## config.mk

```make
export PLATFORM = sky130hd
export DESIGN_NAME = serial_command_pulse_counter_top
export DESIGN_NICKNAME = d
export VERILOG_FILES = /design/src/hdl/scpc_pkg.sv /design/src/hdl/scpc_front.sv /design/src/hdl/scpc_queue.sv /design/src/hdl/scpc_back.sv /design/src/hdl/serial_command_pulse_counter_top.sv
export SDC_FILE = /design/constraint.sdc
export NUM_CORES = 1
export LEC_CHECK = 0
export BUFFER_PORTS_ARGS = -buffer_cell sky130_fd_sc_hd__buf_2
export CORE_MARGIN = 4
export CORE_UTILIZATION = 56
export CTS_CLUSTER_SIZE = 16
export DETAILED_ROUTE_END_ITERATION = 8
export PLACE_DENSITY_LB_ADDON = 0.25
export RECOVER_POWER = 25
export SYNTH_ARGS = -nofsm -noshare
export SYNTH_HDL_FRONTEND = slang
export SYNTH_SLANG_ARGS = --single-unit
```

## constraint.sdc

```tcl
create_clock -name clk -period 14.1 [get_ports clk]
set_input_delay 1.41 -clock clk [delete_from_list [all_inputs] [get_ports clk]]
set_output_delay 1.41 -clock clk [all_outputs]
set_load 0.03 [all_outputs]
```

## src/hdl/scpc_pkg.sv

```systemverilog
// scpc_pkg: shared types, constants and response codes for the serial command pulse counter
// no dependencies
package scpc_pkg;

  localparam int LINE_LENGTH = 20;
  localparam int KEPT = 8;
  localparam int IDX_W = 5;

  localparam logic [2:0] RSP_NONE  = 3'd0;
  localparam logic [2:0] RSP_START = 3'd1;
  localparam logic [2:0] RSP_STOP  = 3'd2;
  localparam logic [2:0] RSP_M1    = 3'd3;
  localparam logic [2:0] RSP_M2    = 3'd4;
  localparam logic [2:0] RSP_ERR   = 3'd5;
  localparam logic [2:0] RSP_OVF   = 3'd6;

  localparam logic [7:0] CH_OPEN  = 8'h28;
  localparam logic [7:0] CH_CLOSE = 8'h29;
  localparam logic [7:0] CH_ZERO  = 8'd48;

  // classified request handed from front to back
  typedef struct packed {
    logic       is_pin;
    logic       pulse;
    logic       turn;
    logic [2:0] kind;      // parse outcome, RSP_NONE when no parse
    logic [7:0] value;     // mode 2 target
  } scpc_op_t;

endpackage

```

## src/hdl/scpc_front.sv

```systemverilog
// scpc_front: line buffer and command parser, emits classified requests
// depends on scpc_pkg
module scpc_front (
  input  logic                clk,
  input  logic                rst,
  input  logic                in_valid,
  output logic                in_stall,
  input  logic                func,
  input  logic [7:0]          rx_byte,
  input  logic                pulse_pin,
  input  logic                turn_pin,
  output logic                op_valid,
  input  logic                op_stall,
  output scpc_pkg::scpc_op_t  op
);

  logic [7:0] line [scpc_pkg::KEPT];
  logic [scpc_pkg::IDX_W-1:0] write_index;
  logic [scpc_pkg::IDX_W-1:0] widx;
  logic [7:0] cur [scpc_pkg::KEPT];
  logic       accept;
  scpc_pkg::scpc_op_t op_next;

  assign in_stall = op_stall;
  assign accept   = in_valid && !op_stall;

  // line view with the current byte written in
  always_comb begin
    widx = (rx_byte == scpc_pkg::CH_OPEN) ? '0 : write_index;
    for (int i = 0; i < scpc_pkg::KEPT; i++) begin
      cur[i] = line[i];
      if (widx == scpc_pkg::IDX_W'(i)) cur[i] = rx_byte;
    end
  end

  // parse the line
  function automatic logic is_dig(input logic [7:0] c);
    is_dig = (c >= 8'd48) && (c <= 8'd57);
  endfunction

  always_comb begin
    logic [9:0] val;
    logic       ok;
    logic [1:0] len;
    val = '0;
    ok  = 1'b1;
    len = 2'd0;
    op_next = '0;
    op_next.is_pin = func;
    op_next.pulse  = pulse_pin;
    op_next.turn   = turn_pin;
    op_next.kind   = scpc_pkg::RSP_NONE;
    if (!func && rx_byte == scpc_pkg::CH_CLOSE) begin
      if (cur[0] == "(" && cur[1] == "S" && cur[2] == "T" && cur[3] == "A" &&
          cur[4] == "R" && cur[5] == "T" && cur[6] == ")")
        op_next.kind = scpc_pkg::RSP_START;
      else if (cur[0] == "(" && cur[1] == "S" && cur[2] == "T" && cur[3] == "O" &&
               cur[4] == "P" && cur[5] == ")")
        op_next.kind = scpc_pkg::RSP_STOP;
      else if (cur[0] == "(" && cur[1] == "M" && cur[2] == "1" && cur[3] == ")")
        op_next.kind = scpc_pkg::RSP_M1;
      else begin
        if (cur[0] == "(" && cur[1] == "M" && cur[2] == "2" && cur[3] == ":") begin
          if (cur[5] == scpc_pkg::CH_CLOSE) len = 2'd1;
          else if (cur[6] == scpc_pkg::CH_CLOSE) len = 2'd2;
          else if (cur[7] == scpc_pkg::CH_CLOSE) len = 2'd3;
        end
        for (int i = 0; i < 3; i++) begin
          if (2'(i) < len) begin
            if (!is_dig(cur[4+i])) ok = 1'b0;
            val = 10'(val * 10'd10) + 10'(cur[4+i] - scpc_pkg::CH_ZERO);
          end
        end
        if (len == 2'd0 || !ok) op_next.kind = scpc_pkg::RSP_ERR;
        else if (val > 10'd255) op_next.kind = scpc_pkg::RSP_OVF;
        else begin
          op_next.kind  = scpc_pkg::RSP_M2;
          op_next.value = val[7:0];
        end
      end
    end
  end

  // line store and index update, a parse clears the first position
  always_ff @(posedge clk) begin
    if (rst) begin
      write_index <= '0;
      for (int i = 0; i < scpc_pkg::KEPT; i++) line[i] <= '0;
    end else if (accept && !func) begin
      for (int i = 0; i < scpc_pkg::KEPT; i++) begin
        if (i == 0 && rx_byte == scpc_pkg::CH_CLOSE) line[i] <= '0;
        else line[i] <= cur[i];
      end
      if (rx_byte == scpc_pkg::CH_CLOSE) begin
        write_index <= scpc_pkg::IDX_W'(1);
      end else if (widx == scpc_pkg::IDX_W'(scpc_pkg::LINE_LENGTH - 1)) begin
        write_index <= '0;
      end else begin
        write_index <= widx + 1'b1;
      end
    end
  end

  // request register toward the queue
  always_ff @(posedge clk) begin
    if (rst) op_valid <= 1'b0;
    else if (!op_stall) op_valid <= in_valid;
  end
  always_ff @(posedge clk) begin
    if (accept) op <= op_next;
  end

endmodule

```

## src/hdl/scpc_queue.sv

```systemverilog
// scpc_queue: two-entry queue between front and back
// depends on scpc_pkg
module scpc_queue (
  input  logic                clk,
  input  logic                rst,
  input  logic                wr_valid,
  output logic                wr_stall,
  input  scpc_pkg::scpc_op_t  wr_data,
  output logic                rd_valid,
  input  logic                rd_stall,
  output scpc_pkg::scpc_op_t  rd_data
);

  scpc_pkg::scpc_op_t slot [2];
  logic       rptr, wptr;
  logic [1:0] fill;
  logic       wr_go, rd_go;

  assign wr_stall = (fill == 2'd2);
  assign rd_valid = (fill != 2'd0);
  assign rd_data  = slot[rptr];
  assign wr_go    = wr_valid && !wr_stall;
  assign rd_go    = rd_valid && !rd_stall;

  // pointers and fill level
  always_ff @(posedge clk) begin
    if (rst) begin
      rptr <= 1'b0;
      wptr <= 1'b0;
      fill <= '0;
    end else begin
      if (wr_go) wptr <= ~wptr;
      if (rd_go) rptr <= ~rptr;
      fill <= fill + {1'b0, wr_go} - {1'b0, rd_go};
    end
  end

  always_ff @(posedge clk) begin
    if (wr_go) slot[wptr] <= wr_data;
  end

endmodule

```

## src/hdl/scpc_back.sv

```systemverilog
// scpc_back: executes requests on the counter state and registers the result
// depends on scpc_pkg
module scpc_back (
  input  logic                clk,
  input  logic                rst,
  input  logic                op_valid,
  output logic                op_stall,
  input  scpc_pkg::scpc_op_t  op,
  output logic                out_valid,
  input  logic                out_stall,
  output logic [2:0]          response,
  output logic                running,
  output logic                mode_two,
  output logic [7:0]          pulse_count,
  output logic [7:0]          shown_count,
  output logic [7:0]          command_value,
  output logic                error_seen
);

  logic       started, second_mode, last_pulse_level, sticky_error;
  logic [7:0] target_pulses, edge_count, display_count, issued_command;
  logic       go;

  assign op_stall = out_valid && out_stall;
  assign go       = op_valid && !op_stall;

  // state update and result register
  always_ff @(posedge clk) begin
    logic       s, m, l, e;
    logic [7:0] t, c, d, ic;
    if (rst) begin
      started <= 1'b0; second_mode <= 1'b0; last_pulse_level <= 1'b1;
      sticky_error <= 1'b0; target_pulses <= '0; edge_count <= '0;
      display_count <= '0; issued_command <= '0; out_valid <= 1'b0;
    end else begin
      if (!op_stall) out_valid <= op_valid;
      if (go) begin
        s = started; m = second_mode; l = last_pulse_level; e = sticky_error;
        t = target_pulses; c = edge_count; d = display_count; ic = issued_command;
        if (op.is_pin) begin
          if (s) begin
            if (!m) begin
              if (op.turn) begin
                if (l && !op.pulse) begin
                  c = c + 8'd1;
                  d = c;
                end
              end else c = '0;
            end else ic = t;
            l = op.pulse;
          end
        end else begin
          case (op.kind) inside
            scpc_pkg::RSP_START: begin s = 1'b1; m = 1'b0; end
            scpc_pkg::RSP_STOP:  begin s = 1'b0; c = '0; t = '0; end
            scpc_pkg::RSP_M1:    m = 1'b0;
            scpc_pkg::RSP_M2:    begin m = 1'b1; t = op.value; end
            scpc_pkg::RSP_ERR, scpc_pkg::RSP_OVF: e = 1'b1;
            default: ;
          endcase
        end
        started <= s; second_mode <= m; last_pulse_level <= l; sticky_error <= e;
        target_pulses <= t; edge_count <= c; display_count <= d; issued_command <= ic;
        response <= op.is_pin ? scpc_pkg::RSP_NONE : op.kind;
        running <= s; mode_two <= m; pulse_count <= c; shown_count <= d;
        command_value <= ic; error_seen <= e;
      end
    end
  end

endmodule

```

## src/hdl/serial_command_pulse_counter_top.sv

```systemverilog
// serial_command_pulse_counter_top: parser front, request queue, counter back
// depends on scpc_pkg, scpc_front, scpc_queue, scpc_back
// One request per cycle while no stall is raised: a byte or pin sample is parsed
// in the front stage (fixed buffer positions), sits in a two-entry queue, and
// the back stage updates the counter state and registers one result per request.
// A request passes the front request register, a queue slot and the result register.
module serial_command_pulse_counter_top (
  input  logic       clk,
  input  logic       rst,
  input  logic       in_valid,
  output logic       in_stall,
  input  logic       func,
  input  logic [7:0] rx_byte,
  input  logic       pulse_pin,
  input  logic       turn_pin,
  output logic       out_valid,
  input  logic       out_stall,
  output logic [2:0] response,
  output logic       running,
  output logic       mode_two,
  output logic [7:0] pulse_count,
  output logic [7:0] shown_count,
  output logic [7:0] command_value,
  output logic       error_seen
);

  scpc_pkg::scpc_op_t f_op, q_op;
  logic f_valid, f_stall, q_valid, q_stall;

  scpc_front u_front (
    .clk, .rst, .in_valid, .in_stall, .func, .rx_byte, .pulse_pin, .turn_pin,
    .op_valid(f_valid), .op_stall(f_stall), .op(f_op)
  );

  scpc_queue u_queue (
    .clk, .rst, .wr_valid(f_valid), .wr_stall(f_stall), .wr_data(f_op),
    .rd_valid(q_valid), .rd_stall(q_stall), .rd_data(q_op)
  );

  scpc_back u_back (
    .clk, .rst, .op_valid(q_valid), .op_stall(q_stall), .op(q_op),
    .out_valid, .out_stall, .response, .running, .mode_two, .pulse_count,
    .shown_count, .command_value, .error_seen
  );

endmodule

```

; ---- Word level (Yosys, flattened, before mapping)
; Memories as Yosys holds them, arrays and structs flattened. A register that Yosys moved wholly into a read port is not among the register bits.
; Cells that the tools add are included.
[op_classes]
bitwise = 15
mux = 107
add_sub_neg = 9
n_shift = 0
n_div = 0
n_reduce_logical = 41
n_mul = 2
n_lt_le_gt_ge = 10
eq_ne = 34
[ops]
columns = operator, count
row1 = two-way mux 8 bit, 35
row2 = two-way mux 10 bit, 15
row3 = equality test 8 x 6 -> 1 bit (second input constant), 10
row4 = equality test 8 x 7 -> 1 bit (second input constant), 8
row5 = two-way mux 1 bit, 42
row6 = subtractor 8 x 6 -> 9 bit (second input constant), 3
row7 = greater-or-equal comparator 8 x 6 -> 1 bit (second input constant), 3
row8 = <= comparator 8 x 6 -> 1 bit (second input constant), 3
row9 = logical AND 1 bit, 24
row10 = two-way mux 2 bit, 12
row11 = adder 10 bit, 2
row12 = equality test 5 x 3 -> 1 bit (second input constant), 4
row13 = multiplier 10 x 3 -> 9 bit (second input constant), 2
row14 = two-way mux 5 bit, 3
row15 = equality test 5 x 2 -> 1 bit (second input constant), 2
row16 = greater-than comparator 10 x 8 -> 1 bit (second input constant), 1
row17 = equality test 3 bit (second input constant), 3
row18 = bitwise OR 1 bit, 9
row19 = adder 8 x 1 -> 8 bit (second input constant), 1
row20 = equality test 3 x 2 -> 1 bit (second input constant), 2
row21 = NOT 1 bit, 6
row22 = OR reduction 6 bit, 1
row23 = adder 5 x 1 -> 5 bit (second input constant), 1
row24 = equality test 5 x 1 -> 1 bit (second input constant), 1
row25 = other kinds (18), 25
[totals]
latch_bits = 0
ramBits = 92
out_inout_bits = 32
romBits = 0
register_bits = 91
mem_count = 2
elab_cells = 248
inputBits = 15
[mem_list]
columns = memory, depth, width, read_ports, rd_ports_with_merged_regs, wr, line
row1 = u_front.line, 8, 8, 8, 0, 8, scpc_front.sv:17  ; logic [7:0] line [scpc_pkg::KEPT];
row2 = u_queue.slot, 2, 14, 1, 1, 1, scpc_queue.sv:14  ; scpc_pkg::scpc_op_t slot [2];

; ---- Logic depth before layout (Yosys ltp)
; Gate-level depths: netlist (run 1).
[logic_depth]
ltp_word = 39
mapped_depth = 41
depth_no_buf = 38

; ---- Modules after synthesis
; Synthesis (run 1) repeated with hierarchy kept, for this count alone.
[unflattened]
cells_unflattened = 1086
area_unflattened_um2 = 10954.3
[by_module_without_submodules]
columns = module, seq_area_each_um2, area_per_inst_um2, cells_per_inst, instances
row1 = scpc_front, 2462.4, 6731.5, 723, 1
row2 = scpc_back, 1641.6, 2977.9, 291, 1
row3 = scpc_queue, 940.9, 1244.9, 72, 1

; ---- Worst setup path after synthesis (run 1)
; Ideal clock, no wire load.
[synth_timing]
path_kind = input-to-reg
start = input rx_byte[2]
end = register u_front.op[0] in the netlist's numbering (data pin)
path_buffers = 4
setup_time_ns = 0.279
cell_stages = 36
setup_slack_ns = 4.745
arrival_time_ns = 9.076
cell_sequence = buf_6 -> nor4_4 -> buf_6 -> nand2_1 -> nand2_1 -> ha_1 -> clkbuf_1 -> nand4bb_1 -> a21oi_2 -> clkbuf_1 -> mux2_2 -> ha_1 -> a21oi_1 -> nand2_1 -> nand4_4 -> nor2_1 -> ha_1 -> ha_1 -> fa_1 -> ha_1 -> nand3_1 -> o211ai_1 -> nor2_1 -> xnor2_1 -> mux2_2 -> ha_1 -> ha_1 -> xnor2_1 -> ha_1 -> or3_1 -> o211ai_1 -> xor2_1 -> xnor2_1 -> nand2_1 -> a31oi_1 -> nor3_1
[synth_lines]
columns = element, line
row1 = "start, declared", serial_command_pulse_counter_top.sv:13  ; input logic [7:0] rx_byte,
row2 = "end signal, assigned", scpc_front.sv:110  ; if (accept) op <= op_next;
row3 = "end, declared", scpc_front.sv:14  ; output scpc_pkg::scpc_op_t op

; ---- Worst setup path in the final report (run 1)
[layout_timing]
start = input rx_byte[2]
end = register u_front.op[2] in the netlist's numbering (data pin)
[layout_via]
elab_chain_cells = 35
word_cells_on_any_way = 108
classes_between = add/sub: 5 / mul: 2 / order compare: 10 / eq/ne: 25 / mux: 42 / bitwise: 1 / reduce/logical: 23
[layout_lines]
columns = element, line
row1 = equality test 8 x 6 -> 1 bit, scpc_front.sv:29  ; widx = (rx_byte == scpc_pkg::CH_OPEN) ? '0 : write_index;
row2 = two-way mux 5 bit, scpc_front.sv:29
row3 = "equality test 5 x 3 -> 1 bit, or another cell as far along", scpc_front.sv:32  ; if (widx == scpc_pkg::IDX_W'(i)) cur[i] = rx_byte;
row4 = two-way mux 8 bit, scpc_front.sv:32
row5 = "equality test 8 x 6 -> 1 bit, or another cell as far along", scpc_front.sv:66  ; else if (cur[7] == scpc_pkg::CH_CLOSE) len = 2'd3;
row6 = two-way mux 2 bit or logical AND 1 bit (tied branches), "scpc_front.sv:66, scpc_front.sv:60, scpc_front.sv:63"
row7 = two-way mux 2 bit or logical AND 1 bit (tied branches), "scpc_front.sv:65, scpc_front.sv:63"
row8 = two-way mux 2 bit or logical AND 1 bit (tied branches), "scpc_front.sv:64, scpc_front.sv:63"
row9 = [19 not listed], n/a
row10 = adder 10 bit, scpc_front.sv:71  ; val = 10'(val * 10'd10) + 10'(cur[4+i] - scpc_pkg::CH_ZERO);
row11 = two-way mux 10 bit, scpc_front.sv:69  ; if (2'(i) < len) begin
row12 = two-way mux 10 bit, scpc_front.sv:60  ; else if (cur[0] == "(" && cur[1] == "M" && cur[2] == "1" && cur[3] == ")")
row13 = two-way mux 10 bit, scpc_front.sv:57  ; else if (cur[0] == "(" && cur[1] == "S" && cur[2] == "T" && cur[3] == "O" &&
row14 = two-way mux 10 bit, scpc_front.sv:54  ; if (cur[0] == "(" && cur[1] == "S" && cur[2] == "T" && cur[3] == "A" &&
row15 = two-way mux 10 bit, scpc_front.sv:53  ; if (!func && rx_byte == scpc_pkg::CH_CLOSE) begin
row16 = greater-than comparator 10 x 8 -> 1 bit, scpc_front.sv:75  ; else if (val > 10'd255) op_next.kind = scpc_pkg::RSP_OVF;
row17 = OR reduction 6 bit (no source line), n/a
; Parallel ways exist; a longest one is shown, timed or not. The select of a mux whose other input is x is not followed.
; A chain may end at the register's enable or synchronous reset.

==> results of run 1 <==
[state kept, by name, indices dropped and copies added (netlist names), named ones only]
signal                   flops
u_back.running               1
u_front.op                  14
u_back.started               1
u_back.command_value         8
u_back.error_seen            1
u_back.target_pulses         8
u_back.edge_count            8
u_back.second_mode           1
u_back.shown_count           8
u_back.pulse_count           8
u_back.sticky_error          1
u_front.line                64
u_back.response              3
u_back.mode_two              1
u_front.op_valid             1
u_queue.slot                28
u_back.last_pulse_level      1
u_back.out_valid             1
u_front.write_index          5
u_queue.rptr                 1
u_back.issued_command        8
u_queue.fill                 2
u_queue.wptr                 1
u_back.display_count         8
[through the flow]
step | cell area [um2] | instances | total power [mW] | hold slack, ps
2_1_floorplan | 10900 | 1089 | 1.00 | 421
5_1_grt | 11800 | 1384 | 1.62 | 442
4_1_cts | 11800 | 1384 | 1.55 | 445
3_5_place_dp | 11300 | 1352 | 1.10 | 433
3_3_place_gp | 11300 | 1352 | 1.09 | 422
6_report | 11800 | 1384 | 1.54 | 439
[cells by family after synthesis]
logic type | Yosys count | synth area share
muxes | 91 | 0.0867
DFF | 184 | 0.463
AOI/OAI and AO/OA | 201 | 0.120
buffers and inverters | 96 | 0.0380
adders and majority gates | 55 | 0.0659
and+or+nand+nor | 418 | 0.189
xor gates and xnor gates | 44 | 0.0366
[how the worst min path moves through the flow]
stage | endpoint | cells after the start | from | slack (ps)
6_report | u_queue.slot[0][8]$_DFFE_PP_ | 0 | u_front.op[8]$_SDFFCE_PN0P_ | 440
5_1_grt | u_queue.slot[0][8]$_DFFE_PP_ | 0 | u_front.op[8]$_SDFFCE_PN0P_ | 440
4_1_cts | u_queue.slot[0][8]$_DFFE_PP_ | 0 | u_front.op[8]$_SDFFCE_PN0P_ | 440
3_5_place_dp | u_queue.slot[0][12]$_DFFE_PP_ | 0 | u_front.op[12]$_DFFE_PP_ | 430
3_3_place_gp | u_queue.slot[0][9]$_DFFE_PP_ | 0 | u_front.op[9]$_SDFFCE_PP0P_ | 420
2_1_floorplan | u_queue.slot[0][0]$_DFFE_PP_ | 0 | u_front.op[0]$_SDFFCE_PP0P_ | 420
[worst reg2reg max path, delay by kind of cell, from the launching register on]
kind	cells	cell delay, ps
multiplexers	2	730
AO/OA/AOI/OAI	7	1470
XOR/XNOR	3	440
AND/OR/NAND/NOR	11	1810
adder cells (fa/ha/maj)	8	2720
buffers and inverters	4	630
flip-flops	1	390
[cells in the final DEF, fill, tap and decap left out, drive strengths merged, types with 10 or more instances in the layout]
cell type / n
dfxtp: 48
edfxtp: 136
nor3: 38
xor2: 17
mux2i: 64
nand3: 45
nand4: 10
a21oi: 85
buf: 52
nor4: 11
and2: 10
clkbuf: 23
ha: 51
nand2: 102
and3: 10
inv: 48
nor2: 145
o21ai: 32
xnor2: 26
mux2: 27
a31oi: 11
[final cells by class]
class / instances / share of cell area
clock buffer: 17 / 0.0360
clock inverter: 15 / 0.0111
inverter: 41 / 0.0130
multi-input combinational: 809 / 0.460
sequential: 184 / 0.426
tap: 260 / 0.0275
timing repair buffer: 58 / 0.0260
[power groups by stage]
stage	clock network, mW	logic (mW)	registers (mW)
3_5_place_dp	0	0.360	0.737
5_1_grt	0.489	0.398	0.737
3_3_place_gp	0	0.353	0.734
4_1_cts	0.462	0.362	0.727
2_1_floorplan	0	0.245	0.759
6_report	0.457	0.359	0.729
[layer usage]
metal / global-route usage / vias to the layer above / part of all wire
met5: 0 / - / 0
met4: 0.0694 / 0 / 0.020
met3: 0.0389 / 44 / 0.061
met2: 0.374 / 298 / 0.48
met1: 0.303 / 3949 / 0.44
li1: - / 4017 / -
==> results.py, run 1 <==
metrics = {
    "run_status": {
        "outcome": "complete, but fails checks",
        "failed_checks": "max-capacitance violations, max-slew violations",
    },
    "placement": {
        "dpl.hpwl_mm": 16.8,
        "post-place-ws_ps": 3480,
        "routabilityCongestion": 0.921,
        "portBuffers": 46,
    },
    "synthesis": {
        "synthMostInstantiatedCell": "nor2_1",
        "ys_seq_area_frac": 0.463,
        "synth_ff_type": "edfxtp_1",
        "postSynthAreaPerCell_um2": 10.0,
        "syn_inst": 1089,
        "ys_async_sr_fraction": 0,
        "synth_area_leaders": "edfxtp_1 (38%), dfxtp_1 (8.8%), mux2i_1 (5.9%)",
        "synth_top_area_share": 0.375,
        "synth_common_cells": "nor2_1 (143), edfxtp_1 (136), nand2_1 (101), a21oi_1 (82), mux2i_1 (64)",
        "synth_nets": 1159,
        "yosysWarnings": 0,
        "synth_edf_count": 136,
        "synth_seq_cells": 184,
        "synth_area_leader_cell": "edfxtp_1",
        "synth_cell_types": 87,
        "syn_area_mm2": 0.0109,
    },
    "critical_path": {
        "critPathBufInv": 4,
        "crit_path_frequent_cell": "ha_1",
        "max_stage_delay_ps": 740,
        "crit_end": "u_front.op[2]$_SDFFCE_PP0P_",
        "worstSetupPathDepth": 37,
        "worstRegToRegCells": 35,
        "r2r-start": "u_front.write_index[0]$_SDFFE_PP0P_",
        "critPathKind": "in2reg",
        "cp-startpoint": "rx_byte[2]",
        "cp_data_arrival_time_ps": 10450,
        "worstSetupEndpointType": "flip-flop",
        "crit_fanout": 19,
        "path_delay_family": "simple AND/OR/NAND/NOR gates",
        "required_ps": 14260,
        "cp-start-kind": "input port",
        "crit_path_top_delay_cell": "nor4_4",
        "timing.rr.end": "u_front.op[2]$_SDFFCE_PP0P_",
        "rrSetupSlack_ps": 5610,
    },
    "floorplan": {
        "io_pins": 47,
        "initial_core_util": 0.576,
        "row_count": 50,
        "dieHeight_um": 147,
        "die-area_mm2": 0.0217,
        "die_x_um": 147,
        "core_area_mm2": 0.0189,
    },
    "timing": {
        "rsz0062_at_grt": "false",
        "worst_pin_slew_ps": 2800,
        "slew_violations": 77,
        "setup_viol_count_final": 0,
        "setup_slack_ps": 3810,
        "fmaxAchievable_mhz": 97.1,
        "slew_headroom": -0.866,
        "timing.final.crit_share": 0.730,
        "fin_tns_setup_ps": 0,
        "period_needed_ps": 10290,
        "clock_skew_ps": 9.27,
        "hold_viol": 0,
    },
    "cts": {
        "cts_resized": 0,
        "numCtsBuffers": 17,
        "cts_tree": "built",
        "tritoncts_num_sinks": 184,
        "path_clk_slew_ps": 70,
        "cts-root-buf": "clkbuf_16",
        "cts_hold_buf": 0,
        "htree_levels": 4,
        "postCtsSetupBuffers": 0,
        "clkLatencyLatePin_ps": 440,
        "clockBufferDepth": 2,
    },
    "final_layout": {
        "nets": 1181,
        "syn_to_final_growth_pct": 8.65,
        "multi_input_area_mm2": 0.00544,
        "seqCellArea_mm2": 0.00504,
        "fillers": 1593,
        "drive_above_1_share": 0.123,
        "diodes": 0,
        "fin_util": 0.626,
    },
    "route": {
        "first_pass_iters": 5,
        "drc_errors": 0,
        "dr_total_vias": 8308,
        "ant_nets": 0,
        "routed_wl_mm": 24.4,
        "viasPerCell": 6.00,
        "dr.first_iter.drc_count": 653,
        "avgRoutedWirePerCell_um": 17.6,
    },
    "power_and_ir_drop": {
        "pwr-share-comb": 0.232,
        "ir_drop_uv": 120,
        "seq_power_share": 0.472,
        "leakage_nw": 4.50,
        "switching_share": 0.329,
        "p_clk_frac": 0.296,
        "p_int_mw": 1.04,
        "powerDensity_mw_per_mm2": 130,
        "p_sw_mw": 0.508,
    },
    "grt": {
        "grt_pass1_vias": 7885,
        "grt_usage": 0.225,
        "grt_max_degree": 59,
        "antenna_found_initial": 0,
        "overflow": 0,
        "grt_pass1_wl_mm": 39.7,
    },
    "min_path": {
        "hp-class": "reg2reg",
    },
    "job": {
        "drv_cap": 2,
    },
}
Note: power is estimated with default switching activity, not from simulation.
==> inputs of run 2 (changes only) <==
- clock period: 14.1 -> 9.48 ns (I/O delays scaled with it)
==> results.py, run 2 (synthesis gave the netlist of run 1 again) <==
metrics = {
    "critical_path": {
        "required_ps": 9640,
        "path_delay_family": "adder cells",
        "crit_path_frequent_cell": "ha_1",
        "crit_fanout": 15,
        "cp_data_arrival_time_ps": 9100,
        "cp-start-kind": "input port",
        "crit_path_top_delay_cell": "a31oi_1",
        "critPathKind": "in2reg",
        "critPathBufInv": 2,
        "worstSetupEndpointType": "flip-flop",
        "max_stage_delay_ps": 660,
    },
    "final_layout": {
        "seqCellArea_mm2": 0.00504,
        "layoutNonFillerInstCount": 1407,
        "largest_reg_flops": 64,
        "reg_top3": "u_front.line: 64 flops, u_queue.slot: 28 flops, u_front.op: 14 flops",
        "diodes": 0,
        "mostFrequentLayoutCells": "nor2_1 (142), edfxtp_1 (136), nand2_1 (101)",
        "drive_above_1_share": 0.140,
        "syn_to_final_growth_pct": 10.5,
        "fillers": 1544,
        "regMostFlops": "u_front.line",
        "nets": 1204,
        "final_common_cell": "nor2_1",
        "multi_input_area_mm2": 0.00544,
    },
    "cts": {
        "tritoncts_num_sinks": 184,
        "postCtsSetupBuffers": 0,
        "clkLatencyLatePin_ps": 430,
        "cts_resized": 0,
        "cts_hold_buf": 0,
        "path_clk_slew_ps": 80,
        "cts_tree": "built",
        "numCtsBuffers": 17,
        "htree_levels": 4,
        "clockBufferDepth": 2,
        "cts-root-buf": "clkbuf_16",
    },
    "timing": {
        "fmaxAchievable_mhz": 112,
        "setup_viol_count_final": 0,
        "period_needed_ps": 8940,
        "rsz0062_at_grt": "false",
        "timing.final.crit_share": 0.943,
        "slew_violations": 59,
        "slew_headroom": -0.832,
        "clock_skew_ps": 7.44,
        "fin_tns_setup_ps": 0,
        "worst_pin_slew_ps": 2750,
        "hold_viol": 0,
    },
    "floorplan": {
        "io_pins": 47,
        "die-area_mm2": 0.0217,
        "initial_core_util": 0.576,
        "core_area_mm2": 0.0189,
        "dieHeight_um": 147,
        "die_x_um": 147,
        "row_count": 50,
    },
    "grt": {
        "overflow": 0,
        "grt_usage": 0.233,
        "grt_pass1_wl_mm": 41.3,
        "grt-busiest-layer": "met2",
        "met2_usage": 0.386,
        "grt_pass1_vias": 8208,
        "grt_max_degree": 59,
        "grtUsageMet3": 0.0377,
        "use_met1": 0.311,
        "antenna_found_initial": 0,
    },
    "run_status": {
        "outcome": "complete, but fails checks",
        "failed_checks": "max-capacitance violations, max-slew violations",
    },
    "job": {
        "drv_cap": 1,
    },
    "route": {
        "dr_total_vias": 8375,
        "ant_nets": 0,
        "viasPerCell": 5.95,
        "drc_errors": 0,
        "dr.first_iter.drc_count": 619,
        "routed_wl_mm": 24.8,
        "first_pass_iters": 5,
        "avgRoutedWirePerCell_um": 17.6,
    },
    "power_and_ir_drop": {
        "switching_share": 0.331,
        "seq_power_share": 0.465,
        "pwr-share-comb": 0.234,
        "ir_drop_uv": 111,
        "powerDensity_mw_per_mm2": 193,
        "p_clk_frac": 0.300,
        "leakage_nw": 4.63,
        "p_sw_mw": 0.770,
        "p_int_mw": 1.55,
    },
    "placement": {
        "dp.cells": 1375,
        "routabilityCongestion": 0.901,
        "dpl.hpwl_mm": 17.6,
        "portBuffers": 46,
    },
    "min_path": {
        "hp-class": "reg2reg",
    },
}
==> run 2: worst paths after layout <==
kind | start | end | slack, ps | cells past startpoint
setup / recovery | rx_byte[4] | u_front.op[4]$_SDFFCE_PP0P_ | 540 | 32
hold / removal | u_front.op[13]$_DFFE_PP_ | u_queue.slot[1][13]$_DFFE_PP_ | 450 | 0
setup reg to reg | u_front.write_index[4]$_SDFFE_PP0P_ | u_front.op[4]$_SDFFCE_PP0P_ | 1330 | 26
hold reg to reg | u_front.op[13]$_DFFE_PP_ | u_queue.slot[1][13]$_DFFE_PP_ | 450 | 0
==> run 2: routing by layer <==
metal  wire length (um)  vias up
li1                   -     4062
met1              11000     3989
met3               1390       44
met4                588        0
met5                  0        -
met2              11800      280
==> run 2: through the flow <==
stage	cell area [um2]	hold slack [ps]	power (mW)	utilization	setup WS (ps)
2_1_floorplan	10900	421	1.49	-	587
6_report	12000	448	2.32	0.637	538
3_5_place_dp	11500	433	1.64	0.607	198
5_1_grt	12000	460	2.45	0.637	1.81
3_3_place_gp	11500	424	1.62	0.607	541
4_1_cts	12000	451	2.33	0.638	652
==> run 2: area by class of cell <==
class	instances	area share
clock inverters	15	0.0134
well taps	260	0.0270
repair buffers	81	0.0399
inverters	41	0.0128
clock buffers	17	0.0353
multi-input cells	809	0.452
flip-flops and latches	184	0.419
==> run 2: power groups by stage <==
stage	sequential (mW)	combinational [mW]	clock, mW
floorplan	1.13	0.364	0
global placement	1.09	0.532	0
detailed placement	1.10	0.546	0
CTS	1.08	0.548	0.707
global route	1.10	0.606	0.747
finish	1.08	0.545	0.698
